File: config.mk
export PLATFORM = sky130hd
export DESIGN_NAME = stable_sorted_priority_queue_flat
export DESIGN_NICKNAME = d
export VERILOG_FILES = /design/src/ssq_pkg.sv /design/src/ssq_req_if.sv /design/src/ssq_rsp_if.sv /design/src/ssq_ram.sv /design/src/ssq_cmp.sv /design/src/stable_sorted_priority_queue.sv /design/src/flat_wrapper.sv
export SDC_FILE = /design/constraint.sdc
export NUM_CORES = 1
export LEC_CHECK = 0
export BUFFER_PORTS_ARGS = -buffer_cell sky130_fd_sc_hd__buf_2
export CELL_PAD_IN_SITES_DETAIL_PLACEMENT = 1
export CELL_PAD_IN_SITES_GLOBAL_PLACEMENT = 1
export CORE_AREA = 2 2 249 251
export CTS_CLUSTER_DIAMETER = 100
export DETAILED_ROUTE_END_ITERATION = 12
export DIE_AREA = 0 0 251 253
export GPL_TIMING_DRIVEN = 0
export MAX_ROUTING_LAYER = met4
export PLACE_DENSITY = 0.8
export SLEW_MARGIN = 30
export SYNTH_ARGS = -nofsm -noshare
export SYNTH_HDL_FRONTEND = slang
export SYNTH_SLANG_ARGS = --single-unit
File: constraint.sdc
create_clock -name i_clk -period 5 [get_ports i_clk]
set_input_delay 0.75 -clock i_clk [delete_from_list [all_inputs] [get_ports i_clk]]
set_output_delay 0.75 -clock i_clk [all_outputs]
set_load 0.005 [all_outputs]
File: src/ssq_pkg.sv
`timescale 1ns / 1ps
// ----------------------------------------------------------------------------
// ssq_pkg: shared types and codes for the stable sorted priority queue
// Action and status codes, field widths of the item channels and the
// result struct of the slot compare unit.
// ----------------------------------------------------------------------------
package ssq_pkg;

    localparam int ACTION_W  = 2;
    localparam int ID_IN_W   = 8;
    localparam int RANK_IN_W = 32;
    localparam int STATUS_W  = 3;
    localparam int OCC_W     = 5;

    typedef logic [ACTION_W-1:0] t_action;
    typedef logic [STATUS_W-1:0] t_status;

    localparam t_action ACT_INSERT = 2'd0;
    localparam t_action ACT_POP    = 2'd1;
    localparam t_action ACT_REMOVE = 2'd2;
    localparam t_action ACT_NOP    = 2'd3;

    localparam t_status ST_OK      = 3'd0;
    localparam t_status ST_EMPTY   = 3'd1;
    localparam t_status ST_FULL    = 3'd2;
    localparam t_status ST_MISSING = 3'd3;
    localparam t_status ST_DUP     = 3'd4;

    // Result of comparing one stored slot against the key of the current item
    typedef struct packed {
        logic id_eq;
        logic rank_le;
    } t_cmp;

endpackage

File: src/ssq_req_if.sv
`timescale 1ns / 1ps
// ----------------------------------------------------------------------------
// ssq_req_if: request channel of the sorted priority queue
// Valid/ready handshake carrying one queue operation per item.
// ----------------------------------------------------------------------------
interface ssq_req_if;
    import ssq_pkg::*;

    logic                 valid;
    logic                 ready;
    logic [ACTION_W-1:0]  action;
    logic [ID_IN_W-1:0]   member_id;
    logic [RANK_IN_W-1:0] rank;

    modport source (output valid, output action, output member_id, output rank,
                    input ready);
    modport sink   (input valid, input action, input member_id, input rank,
                    output ready);
endinterface

File: src/ssq_rsp_if.sv
`timescale 1ns / 1ps
// ----------------------------------------------------------------------------
// ssq_rsp_if: response channel of the sorted priority queue
// Valid/ready handshake carrying one result item per operation.
// ----------------------------------------------------------------------------
interface ssq_rsp_if;
    import ssq_pkg::*;

    logic                 valid;
    logic                 ready;
    logic [STATUS_W-1:0]  status;
    logic [ID_IN_W-1:0]   out_member_id;
    logic [RANK_IN_W-1:0] out_rank;
    logic [OCC_W-1:0]     occupancy;

    modport source (output valid, output status, output out_member_id,
                    output out_rank, output occupancy, input ready);
    modport sink   (input valid, input status, input out_member_id,
                    input out_rank, input occupancy, output ready);
endinterface

File: src/ssq_ram.sv
`timescale 1ns / 1ps
// ----------------------------------------------------------------------------
// ssq_ram: slot storage
// Simple dual-port memory, one write and one registered read per cycle.
// ----------------------------------------------------------------------------
module ssq_ram #(
    parameter int DEPTH = 16,
    parameter int WIDTH = 40
) (
    input  logic                     i_clk,
    input  logic                     i_we,
    input  logic [$clog2(DEPTH)-1:0] i_waddr,
    input  logic [WIDTH-1:0]         i_wdata,
    input  logic [$clog2(DEPTH)-1:0] i_raddr,
    output logic [WIDTH-1:0]         o_rdata
);
    logic [WIDTH-1:0] r_mem [DEPTH];
    logic [WIDTH-1:0] r_rdata;

    always_ff @(posedge i_clk) begin
        if (i_we) begin
            r_mem[i_waddr] <= i_wdata;
        end
        r_rdata <= r_mem[i_raddr];
    end

    assign o_rdata = r_rdata;
endmodule

File: src/ssq_cmp.sv
`timescale 1ns / 1ps
// ----------------------------------------------------------------------------
// ssq_cmp: slot compare unit
// Compares one slot read from storage with the id and rank of the item.
// ----------------------------------------------------------------------------
module ssq_cmp #(
    parameter int ID_BITS   = 8,
    parameter int RANK_BITS = 32
) (
    input  logic [ID_BITS-1:0]   i_key_id,
    input  logic [RANK_BITS-1:0] i_key_rank,
    input  logic [ID_BITS-1:0]   i_slot_id,
    input  logic [RANK_BITS-1:0] i_slot_rank,
    output ssq_pkg::t_cmp        o_cmp
);
    import ssq_pkg::*;

    always_comb begin
        o_cmp.id_eq   = (i_slot_id == i_key_id);
        o_cmp.rank_le = (i_slot_rank <= i_key_rank);
    end
endmodule

File: src/stable_sorted_priority_queue.sv
// Sequence: insert scans for its place, then shifts the later entries up;
//   pop and remove scan, then shift down to close the gap; a duplicate, full or
//   missing id ends after the scan; a no-op and a pop or remove on an empty queue go straight to the result.
// Throughput: one item at a time; the slot memory port is walked one slot per
//   cycle for the search and again for the shift that opens or closes a gap.
//   Ready returns when the result is loaded; a held result stalls.
// Reset: synchronous active-low; the queue comes up empty, no clearing pass.
`timescale 1ns / 1ps
// ----------------------------------------------------------------------------
// stable_sorted_priority_queue: stable sorted queue with removal
// Entries sit in rank order in a slot memory. A small sequencer scans the
// slots through one compare unit, then shifts entries to insert or remove.
// ----------------------------------------------------------------------------
module stable_sorted_priority_queue #(
    parameter int CAPACITY  = 16,
    parameter int RANK_BITS = 32,
    parameter int ID_BITS   = 8
) (
    input  logic        i_clk,
    input  logic        i_rst_n,
    ssq_req_if.sink     i_req,
    ssq_rsp_if.source   o_rsp
);
    import ssq_pkg::*;

    localparam int IDX_W = (CAPACITY > 1) ? $clog2(CAPACITY) : 1;
    localparam int CNT_W = $clog2(CAPACITY + 1);
    localparam int ENT_W = ID_BITS + RANK_BITS;

    typedef enum logic [2:0] {
        S_IDLE,
        S_SCAN,
        S_SHIFT_DN,
        S_SHIFT_UP,
        S_FINISH
    } t_state;

    t_state               r_state;
    logic [CNT_W-1:0]     r_count;
    t_action              r_act;
    logic [ID_BITS-1:0]   r_id;
    logic [RANK_BITS-1:0] r_rank;
    logic [CNT_W-1:0]     r_scan;
    logic [CNT_W-1:0]     r_pos;
    logic                 r_pos_set;
    logic                 r_dup;
    logic                 r_pv;
    logic [IDX_W-1:0]     r_pidx;
    t_status              r_status;
    logic [ID_BITS-1:0]   r_res_id;
    logic [RANK_BITS-1:0] r_res_rank;
    logic                 r_out_vld;
    t_status              r_out_status;
    logic [ID_IN_W-1:0]   r_out_id;
    logic [RANK_IN_W-1:0] r_out_rank;
    logic [OCC_W-1:0]     r_out_occ;

    logic                 w_issue;
    logic [IDX_W-1:0]     w_raddr;
    logic [CNT_W-1:0]     w_scan_m1;
    logic                 w_we;
    logic [IDX_W-1:0]     w_waddr;
    logic [ENT_W-1:0]     w_wdata;
    logic [ENT_W-1:0]     w_rdata;
    logic [ID_BITS-1:0]   w_slot_id;
    logic [RANK_BITS-1:0] w_slot_rank;
    t_cmp                 w_cmp;
    logic                 w_accept;
    logic                 w_take;

    ssq_ram #(
        .DEPTH (CAPACITY),
        .WIDTH (ENT_W)
    ) u_ram (
        .i_clk   (i_clk),
        .i_we    (w_we),
        .i_waddr (w_waddr),
        .i_wdata (w_wdata),
        .i_raddr (w_raddr),
        .o_rdata (w_rdata)
    );

    assign w_slot_id   = w_rdata[ENT_W-1:RANK_BITS];
    assign w_slot_rank = w_rdata[RANK_BITS-1:0];

    ssq_cmp #(
        .ID_BITS   (ID_BITS),
        .RANK_BITS (RANK_BITS)
    ) u_cmp (
        .i_key_id    (r_id),
        .i_key_rank  (r_rank),
        .i_slot_id   (w_slot_id),
        .i_slot_rank (w_slot_rank),
        .o_cmp       (w_cmp)
    );

    assign i_req.ready = (r_state == S_IDLE);
    assign w_accept    = i_req.valid && (r_state == S_IDLE);
    assign w_scan_m1   = r_scan - 1'b1;

    // slot to take out found during the scan; drop the read in flight
    assign w_take = (r_state == S_SCAN) && r_pv &&
                    ((r_act == ACT_POP && r_pidx == '0) ||
                     (r_act == ACT_REMOVE && w_cmp.id_eq));

    // Read issue and slot writes; a read's data lands in the next cycle, flagged by r_pv
    always_comb begin
        w_issue = 1'b0;
        w_raddr = r_scan[IDX_W-1:0];
        w_we    = 1'b0;
        w_waddr = r_pidx;
        w_wdata = w_rdata;
        case (r_state)
            S_SCAN: begin
                w_issue = (r_scan < r_count);
            end
            S_SHIFT_DN: begin
                // close the gap: slot i+1 moves to slot i
                w_issue = (r_scan < r_count);
                w_we    = r_pv;
                w_waddr = r_pidx - 1'b1;
            end
            S_SHIFT_UP: begin
                // open the gap from the back: slot i moves to slot i+1
                w_issue = (r_scan > r_pos);
                w_raddr = w_scan_m1[IDX_W-1:0];
                if (r_pv) begin
                    w_we    = 1'b1;
                    w_waddr = r_pidx + 1'b1;
                end else if (!w_issue) begin
                    w_we    = 1'b1;
                    w_waddr = r_pos[IDX_W-1:0];
                    w_wdata = {r_id, r_rank};
                end
            end
            default: begin
                w_issue = 1'b0;
            end
        endcase
    end

    always_ff @(posedge i_clk) begin
        if (!i_rst_n) begin
            r_state   <= S_IDLE;
            r_count   <= '0;
            r_pv      <= 1'b0;
            r_out_vld <= 1'b0;
        end else begin
            if (o_rsp.ready && r_state != S_FINISH) begin
                r_out_vld <= 1'b0;
            end
            r_pv <= w_issue && !w_take;
            if (w_issue && !w_take) begin
                r_pidx <= w_raddr;
                r_scan <= (r_state == S_SHIFT_UP) ? w_scan_m1 : r_scan + 1'b1;
            end

            case (r_state)
                S_IDLE: begin
                    if (w_accept) begin
                        r_act      <= i_req.action;
                        r_id       <= ID_BITS'(i_req.member_id);
                        r_rank     <= RANK_BITS'(i_req.rank);
                        r_res_id   <= '0;
                        r_res_rank <= '0;
                        r_dup      <= 1'b0;
                        r_pos      <= r_count;
                        r_pos_set  <= 1'b0;
                        r_scan     <= '0;
                        r_status   <= ST_OK;
                        case (i_req.action)
                            ACT_INSERT: begin
                                r_state <= (r_count == '0) ? S_SHIFT_UP : S_SCAN;
                            end
                            ACT_POP: begin
                                if (r_count == '0) begin
                                    r_status <= ST_EMPTY;
                                    r_state  <= S_FINISH;
                                end else begin
                                    r_state  <= S_SCAN;
                                end
                            end
                            ACT_REMOVE: begin
                                if (r_count == '0) begin
                                    r_status <= ST_MISSING;
                                    r_state  <= S_FINISH;
                                end else begin
                                    r_state  <= S_SCAN;
                                end
                            end
                            default: begin
                                r_state <= S_FINISH;
                            end
                        endcase
                    end
                end
                S_SCAN: begin
                    if (r_pv) begin
                        if (r_act == ACT_INSERT) begin
                            if (w_cmp.id_eq) begin
                                r_dup <= 1'b1;
                            end
                            // first slot ranked strictly later is the insert point
                            if (!w_cmp.rank_le && !r_pos_set) begin
                                r_pos     <= CNT_W'(r_pidx);
                                r_pos_set <= 1'b1;
                            end
                        end else if (w_take) begin
                            r_res_id   <= w_slot_id;
                            r_res_rank <= w_slot_rank;
                            r_scan     <= CNT_W'(r_pidx) + 1'b1;
                            r_state    <= S_SHIFT_DN;
                        end
                    end else if (!w_issue) begin
                        if (r_act == ACT_INSERT) begin
                            if (r_dup) begin
                                r_status <= ST_DUP;
                                r_state  <= S_FINISH;
                            end else if (r_count == CNT_W'(CAPACITY)) begin
                                r_status <= ST_FULL;
                                r_state  <= S_FINISH;
                            end else begin
                                r_scan   <= r_count;
                                r_state  <= S_SHIFT_UP;
                            end
                        end else begin
                            r_status <= ST_MISSING;
                            r_state  <= S_FINISH;
                        end
                    end
                end
                S_SHIFT_DN: begin
                    if (!r_pv && !w_issue) begin
                        r_count <= r_count - 1'b1;
                        r_state <= S_FINISH;
                    end
                end
                S_SHIFT_UP: begin
                    // the new entry is written in the last cycle
                    if (!r_pv && !w_issue) begin
                        r_count <= r_count + 1'b1;
                        r_state <= S_FINISH;
                    end
                end
                S_FINISH: begin
                    if (!r_out_vld || o_rsp.ready) begin
                        r_out_vld    <= 1'b1;
                        r_out_status <= r_status;
                        r_out_id     <= ID_IN_W'(r_res_id);
                        r_out_rank   <= RANK_IN_W'(r_res_rank);
                        r_out_occ    <= OCC_W'(r_count);
                        r_state      <= S_IDLE;
                    end
                end
                default: begin
                    r_state <= S_IDLE;
                end
            endcase
        end
    end

    assign o_rsp.valid         = r_out_vld;
    assign o_rsp.status        = r_out_status;
    assign o_rsp.out_member_id = r_out_id;
    assign o_rsp.out_rank      = r_out_rank;
    assign o_rsp.occupancy     = r_out_occ;

    a_count_bound: assert property (@(posedge i_clk) disable iff (!i_rst_n)
        r_count <= CNT_W'(CAPACITY))
        else $error("entry count above capacity");

    a_count_step: assert property (@(posedge i_clk) disable iff (!i_rst_n)
        $past(i_rst_n) |-> (r_count == $past(r_count)) ||
                           (r_count == $past(r_count) + 1'b1) ||
                           (r_count + 1'b1 == $past(r_count)))
        else $error("entry count moved by more than one");

    a_write_range: assert property (@(posedge i_clk) disable iff (!i_rst_n)
        w_we |-> (CNT_W'(w_waddr) <= r_count))
        else $error("slot write beyond the occupied range");

    a_err_zero: assert property (@(posedge i_clk) disable iff (!i_rst_n)
        (o_rsp.valid && o_rsp.status != ST_OK) |->
            (o_rsp.out_member_id == '0 && o_rsp.out_rank == '0))
        else $error("error result carries a member");
endmodule
File: src/flat_wrapper.sv
// flat-port wrapper written by rule: the top's interface ports become plain ports
module stable_sorted_priority_queue_flat import ssq_pkg::*;
#(
    parameter int CAPACITY  = 16,
    parameter int RANK_BITS = 32,
    parameter int ID_BITS   = 8
)
  (i_clk, i_rst_n, i_req_valid, i_req_action, i_req_member_id, i_req_rank, i_req_ready, o_rsp_valid, o_rsp_status, o_rsp_out_member_id, o_rsp_out_rank, o_rsp_occupancy, o_rsp_ready);
  ssq_req_if i_req_i ();
  ssq_rsp_if o_rsp_i ();
  input  logic i_clk;
  input  logic i_rst_n;
  input wire logic [$bits(i_req_i.valid)-1:0] i_req_valid;
  input wire logic [$bits(i_req_i.action)-1:0] i_req_action;
  input wire logic [$bits(i_req_i.member_id)-1:0] i_req_member_id;
  input wire logic [$bits(i_req_i.rank)-1:0] i_req_rank;
  output wire logic [$bits(i_req_i.ready)-1:0] i_req_ready;
  output wire logic [$bits(o_rsp_i.valid)-1:0] o_rsp_valid;
  output wire logic [$bits(o_rsp_i.status)-1:0] o_rsp_status;
  output wire logic [$bits(o_rsp_i.out_member_id)-1:0] o_rsp_out_member_id;
  output wire logic [$bits(o_rsp_i.out_rank)-1:0] o_rsp_out_rank;
  output wire logic [$bits(o_rsp_i.occupancy)-1:0] o_rsp_occupancy;
  input wire logic [$bits(o_rsp_i.ready)-1:0] o_rsp_ready;
  assign i_req_i.valid = i_req_valid;
  assign i_req_i.action = i_req_action;
  assign i_req_i.member_id = i_req_member_id;
  assign i_req_i.rank = i_req_rank;
  assign i_req_ready = i_req_i.ready;
  assign o_rsp_valid = o_rsp_i.valid;
  assign o_rsp_status = o_rsp_i.status;
  assign o_rsp_out_member_id = o_rsp_i.out_member_id;
  assign o_rsp_out_rank = o_rsp_i.out_rank;
  assign o_rsp_occupancy = o_rsp_i.occupancy;
  assign o_rsp_i.ready = o_rsp_ready;
  stable_sorted_priority_queue #(.CAPACITY(CAPACITY), .RANK_BITS(RANK_BITS), .ID_BITS(ID_BITS)) u_core (.i_clk(i_clk), .i_rst_n(i_rst_n), .i_req(i_req_i), .o_rsp(o_rsp_i));
endmodule
==> metrics, run 1 <==
fin area=38100 µm²; Root Buffer=clkbuf_16; Worst R2R End=u_core.u_ram.r_mem[12][22]; I/O pin total=96; Hold Path Class=primary input to flip-flop; Total Power=17.5 mW; syn_area_per_cell=19.5 µm²; fmax=0.241 GHz; total gr overflow=0; clk_skew=0.0206 ns; endpoints failing setup=0; Synth Area in Adders=2.17%; endpoints failing hold=0; Relative slew margins=28.0%; violation count after the first detailed-routing iteration=1875; Mapped Area=32600 µm²; share of layout cells above drive strength 1=27.2%; xor-xnor portion of the synthesized cell area=0.510%; Worst Reg-to-Reg Cells=10; Slew Limit Fails=0; register share of total power=49.0%; Synth Area in Compound Gates=4.09%; Buffers on Ports=95; post-synthesis sequential area ratio=75.6%; die area=63500 µm²; Cell Area, Placed=35300 µm²; clock buffer count from CTS=85; Slew @ Worst Pin=1.07 ns; status=complete, no violations; vias in the first global route=19100; mux cell area share after synthesis=12.5%; # DRC=0; most frequent cells in the layout=edfxtp_1 (789), mux4_2 (160), buf_2 (118); Final Cycle Share=83.0%; drt via density=6.45; Max Cap Viol=0; Worst-path clk slew=0.06 ns; Place WS=0.947 ns; Core ar.=61000 µm²; Worst VDD drop=242 µV; cell area power density=458 nW/µm²; Ys Warns=0; Inst Count DP=2595; Area Growth Syn to Fin=16.9%; post-cts resize count=0; Sink Count=839; Hold Path End=u_core.r_rank[10]; Clock power frac=37.6%; cell internal pwr=13.0 mW; flop-to-flop setup slack=0.85 ns; share of synthesized registers carrying an async set or reset=0%; Setup Fix Bufs, Post-CTS=0; Comb power frac=13.4%; Clock Tree Buf Depth=3; setup_tns=0 ns; Die Ht=253 µm; Synth Register Bits=839; Initial Util=53.5%; initial antenna violation count=1; P_leak=12.8 nW; via count=17800; largest net degree at the start of global routing=27; number of synthesized flops with an enable pin=789; Reg-to-Reg Start=u_core.r_scan[3]; RSZ-0062 raised after global routing=no; clk_lat worst skew=0.65 ns; Core Rows=91; Net Sw Frac=25.5%; routability cong.=0.886; fin cells=2755; WP data required=5.35 ns; post-DP HPWL=55.3 mm; largest family of logic cells by synthesized area=multiplexers; Post-Synth Simple-Gate Area=3.58%; CTS H-Tree Depth=3; predominant post-synthesis flop cell=edfxtp_1; WL final=88.1 mm; GRT Total Usage=29.1%; Worst Setup Path Type=flip-flop to flip-flop; Synthesized Nets=1775; crit path DAT=4.50 ns; remaining antenna violation count=0; DR pass1 iterations=5; count of cell types in the netlist=62; Hold Crit Depth=1; peak fanout along the critical path=17; leading cell type in the layout, fill and taps excluded=edfxtp_1; Routed wire per std cell=32.0 µm; CP Launch Type=flip-flop; Chip Width=251 µm; Final #Nets=1994; Cells after Synth=1673; CTS Hold Buffers Added=0; Final WS setup=0.850 ns; Hold Crit Start=i_req_rank[10]; min Tclk post-route=4.15 ns; Net Sw Power=4.46 mW; CTS tree=yes; first-pass GRT wire length=129 mm; Worst Setup End Kind=flip-flop
## power by group through the flow
stage	clock, mW	sequential (mW)	combinational, mW
global route	6.84	8.57	2.51
global placement	0	8.68	2.04
finish	6.56	8.55	2.35
detailed placement	0	8.69	2.28
floorplan	0	8.61	1.45
CTS	6.61	8.55	2.33
## area by class of cell
cell class / count / area, µm²
Clock buffer: 102 / 2300
Tap cell: 790 / 988
Inverter: 55 / 206
Fill cell: 5097 / 22900
Timing Repair Buffer: 132 / 1490
Antenna cell: 1 / 2.50
Buffer: 69 / 305
Sequential cell: 839 / 24700
Clock inverter: 57 / 556
Multi-Input combinational cell: 710 / 7610
## sequential cells by signal (all words and copies together), names as in the netlist, 2 cells and up
name and cells:
u_core.o_rsp.occupancy 5, u_core.o_rsp.out_member_id 8, u_core.o_rsp.out_rank 32, u_core.o_rsp.status 3, u_core.r_act 2, u_core.r_count 5
u_core.r_id 8, u_core.r_pidx 4, u_core.r_pos 5, u_core.r_rank 32, u_core.r_res_id 8, u_core.r_res_rank 32
u_core.r_scan 5, u_core.r_state 3, u_core.r_status 3, u_core.u_ram.o_rdata 40, u_core.u_ram.r_mem 640
## through the flow
stage               hold WS [ns]  util [%]
floorplan                  0.400         -
global placement           0.402      55.9
detailed placement         0.405      57.8
CTS                        0.254      62.5
global route               0.275      62.5
finish                     0.280      62.5
## worst max path at each step
| stage | cells after the start | end | from | slack (ns) |
|---|---|---|---|---|
| after floorplan | 8 | u_core.u_ram.r_mem[11][0] | u_core.r_scan[3] | 0.82 |
| after global placement | 8 | u_core.u_ram.r_mem[5][23] | u_core.r_scan[3] | -1.54 |
| after detailed placement | 10 | u_core.u_ram.r_mem[12][22] | u_core.r_scan[3] | 0.95 |
| after CTS | 10 | u_core.u_ram.r_mem[12][22] | u_core.r_scan[3] | 0.92 |
| after global routing | 10 | u_core.u_ram.r_mem[13][21] | u_core.r_scan[2] | 0.73 |
| final | 10 | u_core.u_ram.r_mem[12][22] | u_core.r_scan[3] | 0.85 |
## metal layers
| metal | track usage (%) | vias to the layer above | wire [µm] |
|---|---|---|---|
| met2 | 48.5 | 952 | 45500 |
| met4 | 11.6 | 0 | 2940 |
| li1 | - | 7219 | - |
| met3 | 4.26 | 194 | 6120 |
| met5 | - | - | 0 |
| met1 | 36.6 | 9392 | 33600 |
## critical path: stages, from the launching register on
cell and delay, ns:
edfxtp_1 0.53, ha_1 0.37, and3_1 0.20, o21ai_1 0.09, a32oi_2 0.58, mux2i_1 0.40
o21ai_0 0.18, nand2b_1 0.39, nor2_4 0.67, buf_16 0.25, buf_16 0.17
## cell families (layout without fill, tap and decap cells)
| family | Yosys count | in the layout |
|---|---|---|
| compound gates | 193 | 193 |
| xor+xnor | 19 | 19 |
| fa+ha+maj | 56 | 56 |
| buf+inv | 124 | 415 |
| flops | 839 | 839 |
| mux | 203 | 203 |
| other cells | 0 | 1 |
| simple gates | 239 | 239 |
## Yosys cell counts, types with 2 or more instances
master / n / share of area [%]
a31oi_1: 5 / 0.096
a21oi_1: 29 / 0.44
edfxtp_1: 789 / 73
buf_2: 21 / 0.32
a211oi_1: 6 / 0.14
nand2b_1: 9 / 0.17
nand3_1: 12 / 0.18
nor4_1: 2 / 0.038
inv_1: 53 / 0.61
a211o_1: 2 / 0.054
or4_1: 3 / 0.069
and3_1: 6 / 0.11
mux2_2: 39 / 1.3
buf_1: 3 / 0.034
nor3_1: 10 / 0.15
mux2i_1: 4 / 0.12
mux4_2: 160 / 11
dfxtp_1: 50 / 3.1
o21ai_1: 2 / 0.031
xor2_1: 3 / 0.080
nor2b_1: 11 / 0.21
a2111oi_0: 2 / 0.054
ha_1: 55 / 2.1
and2_1: 40 / 0.77
o21a_1: 3 / 0.069
a22oi_1: 84 / 1.9
o21ai_0: 32 / 0.49
nand4_1: 9 / 0.17
nand2_1: 75 / 0.86
xnor2_1: 16 / 0.43
inv_2: 2 / 0.023
clkbuf_1: 45 / 0.52
a21o_1: 10 / 0.23
nor2_1: 53 / 0.61
No activity file was read; power rests on OpenSTA's default activity.
==> inputs of run 2 (changes only) <==
--- a/config.mk
+++ b/config.mk
@@ -5,16 +5,17 @@
 export SDC_FILE = /design/constraint.sdc
 export NUM_CORES = 1
 export LEC_CHECK = 0
+export ABC_AREA = 1
 export BUFFER_PORTS_ARGS = -buffer_cell sky130_fd_sc_hd__buf_2
 export CELL_PAD_IN_SITES_DETAIL_PLACEMENT = 1
 export CELL_PAD_IN_SITES_GLOBAL_PLACEMENT = 1
-export CORE_AREA = 2 2 249 251
+export CORE_AREA = 2 2 261 263
 export CTS_CLUSTER_DIAMETER = 100
 export DETAILED_ROUTE_END_ITERATION = 12
-export DIE_AREA = 0 0 251 253
+export DIE_AREA = 0 0 263 265
 export GPL_TIMING_DRIVEN = 0
 export MAX_ROUTING_LAYER = met4
-export PLACE_DENSITY = 0.8
+export PLACE_DENSITY = 0.81
 export SLEW_MARGIN = 30
 export SYNTH_ARGS = -nofsm -noshare
 export SYNTH_HDL_FRONTEND = slang
==> constraint.sdc (replaced) <==
create_clock -name i_clk -period 4.4 [get_ports i_clk]
set_input_delay 0.66 -clock i_clk [delete_from_list [all_inputs] [get_ports i_clk]]
set_output_delay 0.66 -clock i_clk [all_outputs]
set_load 0.005 [all_outputs]
==> run 2 against run 1 <==
Register-to-register slack worse by 0.52 ns. Sequential cell count unchanged. Total power up 62%. Final area up 4.3%. Global-route usage up 4.1 points. Via count up 39%. Synthesized cell count up 68%. Non-clock buffer count up 91. Wire length up 28%. Clock power up 16%. Hold slack worse by 0.12 ns.
==> metrics, run 2 <==
status=complete, no violations; die area=69700 µm²; Mapped Area=33900 µm²; CTS tree=yes; predominant post-synthesis flop cell=edfxtp_1; post-DP HPWL=74.4 mm; largest net degree at the start of global routing=23; first-pass GRT wire length=166 mm; Chip Width=263 µm; Synthesized Nets=2906; synth top area cells=edfxtp_1 (70%), nand2_1 (8.6%), nand3_1 (7.2%), dfxtp_1 (2.9%), ha_1 (2.0%); count leader, synth=edfxtp_1; remaining antenna violation count=0; Clock Tree Buf Depth=3; P_leak=14.7 nW; share of layout cells above drive strength 1=12.9%; Buffers on Ports=95; Core Util, Final=59.6%; I/O pin total=96; Final Cycle Share=92.5%; Hold Path End=u_core.r_rank[7]; clk_lat worst skew=0.67 ns; Synth Register Bits=839; number of synthesized flops with an enable pin=789; via count=24700; most frequent cells in the layout=edfxtp_1 (789), nand2_1 (782), nand3_1 (486); Worst Setup End Kind=flip-flop; Place WS=0.0653 ns; Initial Util=50.8%; Core Rows=95; CTS Hold Buffers Added=0; # DRC=0; cell area power density=710 nW/µm²; crit path DAT=4.54 ns; Hold Path Class=primary input to flip-flop; syn_area_per_cell=12.1 µm²; Ys Warns=0; share of synthesized registers carrying an async set or reset=0%; Worst-path clk slew=0.06 ns; Synth top cells by count=edfxtp_1 (789), nand2_1 (782), nand3_1 (487); GRT Total Usage=33.2%; Slew @ Worst Pin=1.04 ns; total gr overflow=0; drt via density=6.20; Routed wire per std cell=28.2 µm; vias in the first global route=26500; Hold Crit Start=i_req_rank[7]; crit path from=u_core.r_scan[2]; RSZ-0062 raised after global routing=no; Hold Crit Depth=1; violation count after the first detailed-routing iteration=2779; CP Launch Type=flip-flop; Worst R2R End=u_core.u_ram.r_mem[2][32]; Total Power=28.2 mW; Worst VDD drop=412 µV; max FFs per register=640; Relative slew margins=30.7%; flop-to-flop setup slack=0.33 ns; Core ar.=66800 µm²; Slew Limit Fails=0; initial antenna violation count=0; Max Cap Viol=0; register with the most flip-flops=u_core.u_ram.r_mem; Sink Count=839; Cells after Synth=2804; post-cts resize count=3; WP data required=4.87 ns; Final #Nets=3141; leading cell type in the layout, fill and taps excluded=edfxtp_1; Die Ht=265 µm; n_diodes=0; Final WS setup=0.331 ns; fin area=39800 µm²; endpoints failing hold=0; DR pass1 iterations=5; Worst Reg-to-Reg Cells=10; area share of the largest cell type after synthesis=69.8%; fmax=0.246 GHz; WL final=113 mm; CTS H-Tree Depth=3; post-synth top area cell=edfxtp_1; register area=24700 µm²; routability cong.=0.873; Fillers=6704; Worst Setup Path Type=flip-flop to flip-flop; min Tclk post-route=4.07 ns; endpoints failing setup=0; clk_skew=0.0360 ns; Cell Area, Placed=36800 µm²; count of cell types in the netlist=39; peak fanout along the critical path=10; Setup Fix Bufs, Post-CTS=0; area of the multi-input gates=8410 µm²; Area Growth Syn to Fin=17.2%; Reg-to-Reg Start=u_core.r_scan[2]; clock buffer count from CTS=88; setup_tns=0 ns; post-synthesis sequential area ratio=72.7%; Root Buffer=clkbuf_16
-- run 2: changes by cell type after synthesis, sizes merged, moves of 39 or more --
cell	before	now
nand2	76	788
nand3	12	487
mux4	160	0
a22oi	84	0
inv	55	131
clkbuf	45	99
nor2	54	102
and2	40	0
a32oi	1	40
mux2	39	0
-- run 2: worst max-delay path: stages, from the launching register on --
cell	delay (ns)
edfxtp_1	0.56
ha_1	0.38
nand2_1	0.07
inv_1	0.04
o21bai_1	0.13
nand3_1	0.21
nand2_1	0.26
nand3_2	0.50
clkbuf_2	0.53
a21oi_1	0.84
buf_2	0.36
-- run 2: how the worst max path moves through the flow --
stage / slack [ns] / cells past startpoint / end
after CTS: 0.04 / 9 / u_core.u_ram.r_mem[9][18]
after floorplan: 0.40 / 13 / u_core.u_ram.r_mem[1][0]
after global placement: -1.81 / 8 / u_core.r_res_rank[22]
final: 0.33 / 10 / u_core.u_ram.r_mem[2][32]
after detailed placement: 0.07 / 9 / u_core.u_ram.r_mem[5][21]
after global routing: 0.16 / 10 / u_core.u_ram.r_mem[2][32]
-- run 2: through the flow --
step                      std cells  hold WS, ns
after floorplan                2804        0.400
after global placement         3772        0.402
after detailed placement       3822        0.405
after CTS                      3987        0.135
after global routing           3987        0.146
final                          3987        0.161
-- run 2: cell families after synthesis --
| logic type | after synthesis | synth area share, % |
|---|---|---|
| fa+ha+maj | 56 | 2.09 |
| compound gates | 214 | 3.90 |
| xor+xnor | 16 | 0.413 |
| simple gates | 1398 | 17.5 |
| buf+inv | 281 | 3.32 |
| flops | 839 | 72.7 |
-- run 2: layout make-up --
class | count | share of cell area [%]
Buffer | 147 | 1.57
Clock buffer | 114 | 6.03
Clock inverter | 51 | 1.34
Inverter | 134 | 1.28
Multi-Input combinational cell | 1684 | 21.1
Sequential cell | 839 | 62.0
Tap cell | 873 | 2.74
Timing Repair Buffer | 145 | 3.85
-- run 2: metal layers --
layer	vias to the layer above	GRT usage (%)	part of all wire (%)
met5	-	-	0
met4	0	17.3	5.5
met3	388	5.93	7.9
met2	1421	55.4	50
met1	12400	38.7	36
li1	10500	-	-
-- run 2: where the power goes --
| part | internal [mW] | leakage, nW | switching [mW] |
|---|---|---|---|
| Combinational | 2.39 | 5.68 | 7.37 |
| Sequential | 10.5 | 7.55 | 0.420 |
| Clock | 4.35 | 1.42 | 3.25 |
| Total | 17.2 | 14.7 | 11.0 |
==> inputs of run 3 (changes only) <==
--- a/config.mk
+++ b/config.mk
@@ -7,15 +7,15 @@
 export LEC_CHECK = 0
 export ABC_AREA = 1
 export BUFFER_PORTS_ARGS = -buffer_cell sky130_fd_sc_hd__buf_2
-export CELL_PAD_IN_SITES_DETAIL_PLACEMENT = 1
-export CELL_PAD_IN_SITES_GLOBAL_PLACEMENT = 1
-export CORE_AREA = 2 2 261 263
+export CELL_PAD_IN_SITES_DETAIL_PLACEMENT = 0
+export CELL_PAD_IN_SITES_GLOBAL_PLACEMENT = 2
+export CORE_AREA = 2 2 284 286
 export CTS_CLUSTER_DIAMETER = 100
 export DETAILED_ROUTE_END_ITERATION = 12
-export DIE_AREA = 0 0 263 265
+export DIE_AREA = 0 0 286 288
 export GPL_TIMING_DRIVEN = 0
 export MAX_ROUTING_LAYER = met4
-export PLACE_DENSITY = 0.81
+export PLACE_DENSITY = 0.8
 export SLEW_MARGIN = 30
 export SYNTH_ARGS = -nofsm -noshare
 export SYNTH_HDL_FRONTEND = slang
==> run 3 against run 2 <==
Sequential cell count unchanged. Sequential share of layout area down 0.58 points. Total power shrank 2.3%. Sequential power is essentially flat. Worst setup slack lost 0.035 ns. Non-clock buffer count rose by 13. Register-to-register slack got worse by 0.03 ns. Die area increased by 18%. Utilization decreased by 9.1 points. Critical path type unchanged.
==> metrics, run 3 (same netlist as run 2, synthesis figures left out) <==
Fillers=6882; I/O pin total=96; first-pass GRT wire length=141 mm; Worst-path clk slew=0.06 ns; Max Cap Viol=0; GRT Total Usage=23.9%; register with the most flip-flops=u_core.u_ram.r_mem; Worst Setup End Kind=flip-flop; DR pass1 iterations=6; Net Sw Power=10.3 mW; fmax=0.244 GHz; clock buffer count from CTS=88; Sink Count=839; Buffers on Ports=95; Area Growth Syn to Fin=18.4%; violation count after the first detailed-routing iteration=1979; max FFs per register=640; clk_lat worst skew=0.66 ns; RSZ-0062 raised after global routing=no; Worst path slowest cell=a21oi_2; Setup Fix Bufs, Post-CTS=0; clk_skew=0.0265 ns; Routed wire per std cell=22.9 µm; flop-to-flop setup slack=0.30 ns; Core Rows=104; drt via density=5.38; post-cts resize count=0; status=complete, no violations; cell internal pwr=17.3 mW; Slew @ Worst Pin=0.969 ns; total gr overflow=0; Final #Nets=3154; # DRC=0; crit path DAT=4.41 ns; Worst VDD drop=341 µV; Comb power frac=33.4%; Clock power frac=27.4%; WL final=96.0 mm; CTS H-Tree Depth=3; Hold Path Class=primary input to flip-flop; Slew Limit Fails=0; Chip Width=286 µm; cell area power density=687 nW/µm²; initial antenna violation count=2; peak fanout along the critical path=16; share of layout cells above drive strength 1=13.2%; Clock Tree Buf Depth=3; P_leak=14.8 nW; Max stage delay on crit path=0.82 ns; WHS=0.183 ns; vias in the first global route=21700; most frequent cells in the layout=edfxtp_1 (789), nand2_1 (782), nand3_1 (487); Die Ht=288 µm; Net Sw Frac=37.2%; remaining antenna violation count=0; Relative slew margins=35.2%; WP data required=4.70 ns; Final Cycle Share=93.3%; CTS tree=yes; Initial Util=42.6%; CP Launch Type=flip-flop; min Tclk post-route=4.10 ns; endpoints failing hold=0; die area=82400 µm²; register share of total power=39.2%; CTS Hold Buffers Added=0; Root Buffer=clkbuf_16; Core ar.=79600 µm²; Worst Setup Path Type=flip-flop to flip-flop; CP cell instances=ha_1 -> nand2_1 -> inv_1 -> o21bai_1 -> nand3_1 -> nand2_1 -> nand3_1 -> clkbuf_2 -> a21oi_2; via count=22600; post-DP HPWL=66.4 mm; routability cong.=0.841; largest net degree at the start of global routing=21; leading cell type in the layout, fill and taps excluded=edfxtp_1; endpoints failing setup=0; Total Power=27.6 mW
## run 3: path summary, 6_finish.rpt
kind / from / end / cells past startpoint
worst max-delay path: u_core.r_scan[2] / u_core.u_ram.r_mem[4][39] / 9
worst min-delay path: i_req_rank[18] / u_core.r_rank[18] / 1
worst max register to register: u_core.r_scan[2] / u_core.u_ram.r_mem[4][39] / 9
worst min register to register: u_core.r_res_rank[14] / u_core.o_rsp.out_rank[14] / 0
## run 3: final cells by class
type                    instances  area (µm²)  area share, %
repair buffers                158        1690           4.20
flip-flops and latches        839       24700           61.5
inverters                     134         508           1.26
diodes                          1        2.50        0.00623
well taps                    1060        1330           3.30
plain buffers                 147         623           1.55
multi-input cells            1684        8380           20.9
clock buffers                 113        2400           5.97
clock inverters                53         556           1.38
## run 3: power groups by stage
stage          logic, mW  clock network [mW]  registers (mW)
2_1_floorplan       5.20                   0            10.9
3_3_place_gp        8.63                   0            11.1
3_5_place_dp        9.23                   0            11.0
4_1_cts             9.26                7.69            10.8
5_1_grt             10.1                8.01            10.9
6_report            9.21                7.57            10.8
## run 3: critical path, delay by kind of cell, from the launching register on
family                     cells  cell delay, ns
buffers and inverters          2            0.62
DFF                            1            0.56
adders and majority gates      1            0.37
and+or+nand+nor                4            1.25
AOI/OAI and AO/OA              2            0.92
## run 3: metrics by stage
stage	std cells	area [µm²]	setup TNS (ns)	util, %	setup WS, ns
finish	4189	40200	0	50.4	0.297
global route	4188	40200	0	50.4	0.0759
CTS	4188	40200	0	50.4	0.220
detailed placement	4022	37200	0	46.7	0.258
global placement	3959	35700	-1316.30	44.9	-1.91
floorplan	2804	33900	0	-	0.401
## run 3: layer usage
layer,routed length [µm],GRT usage (%)
met2,47000,39.4
met5,0,-
met1,41400,31.0
met3,4840,2.96
met4,2710,7.74
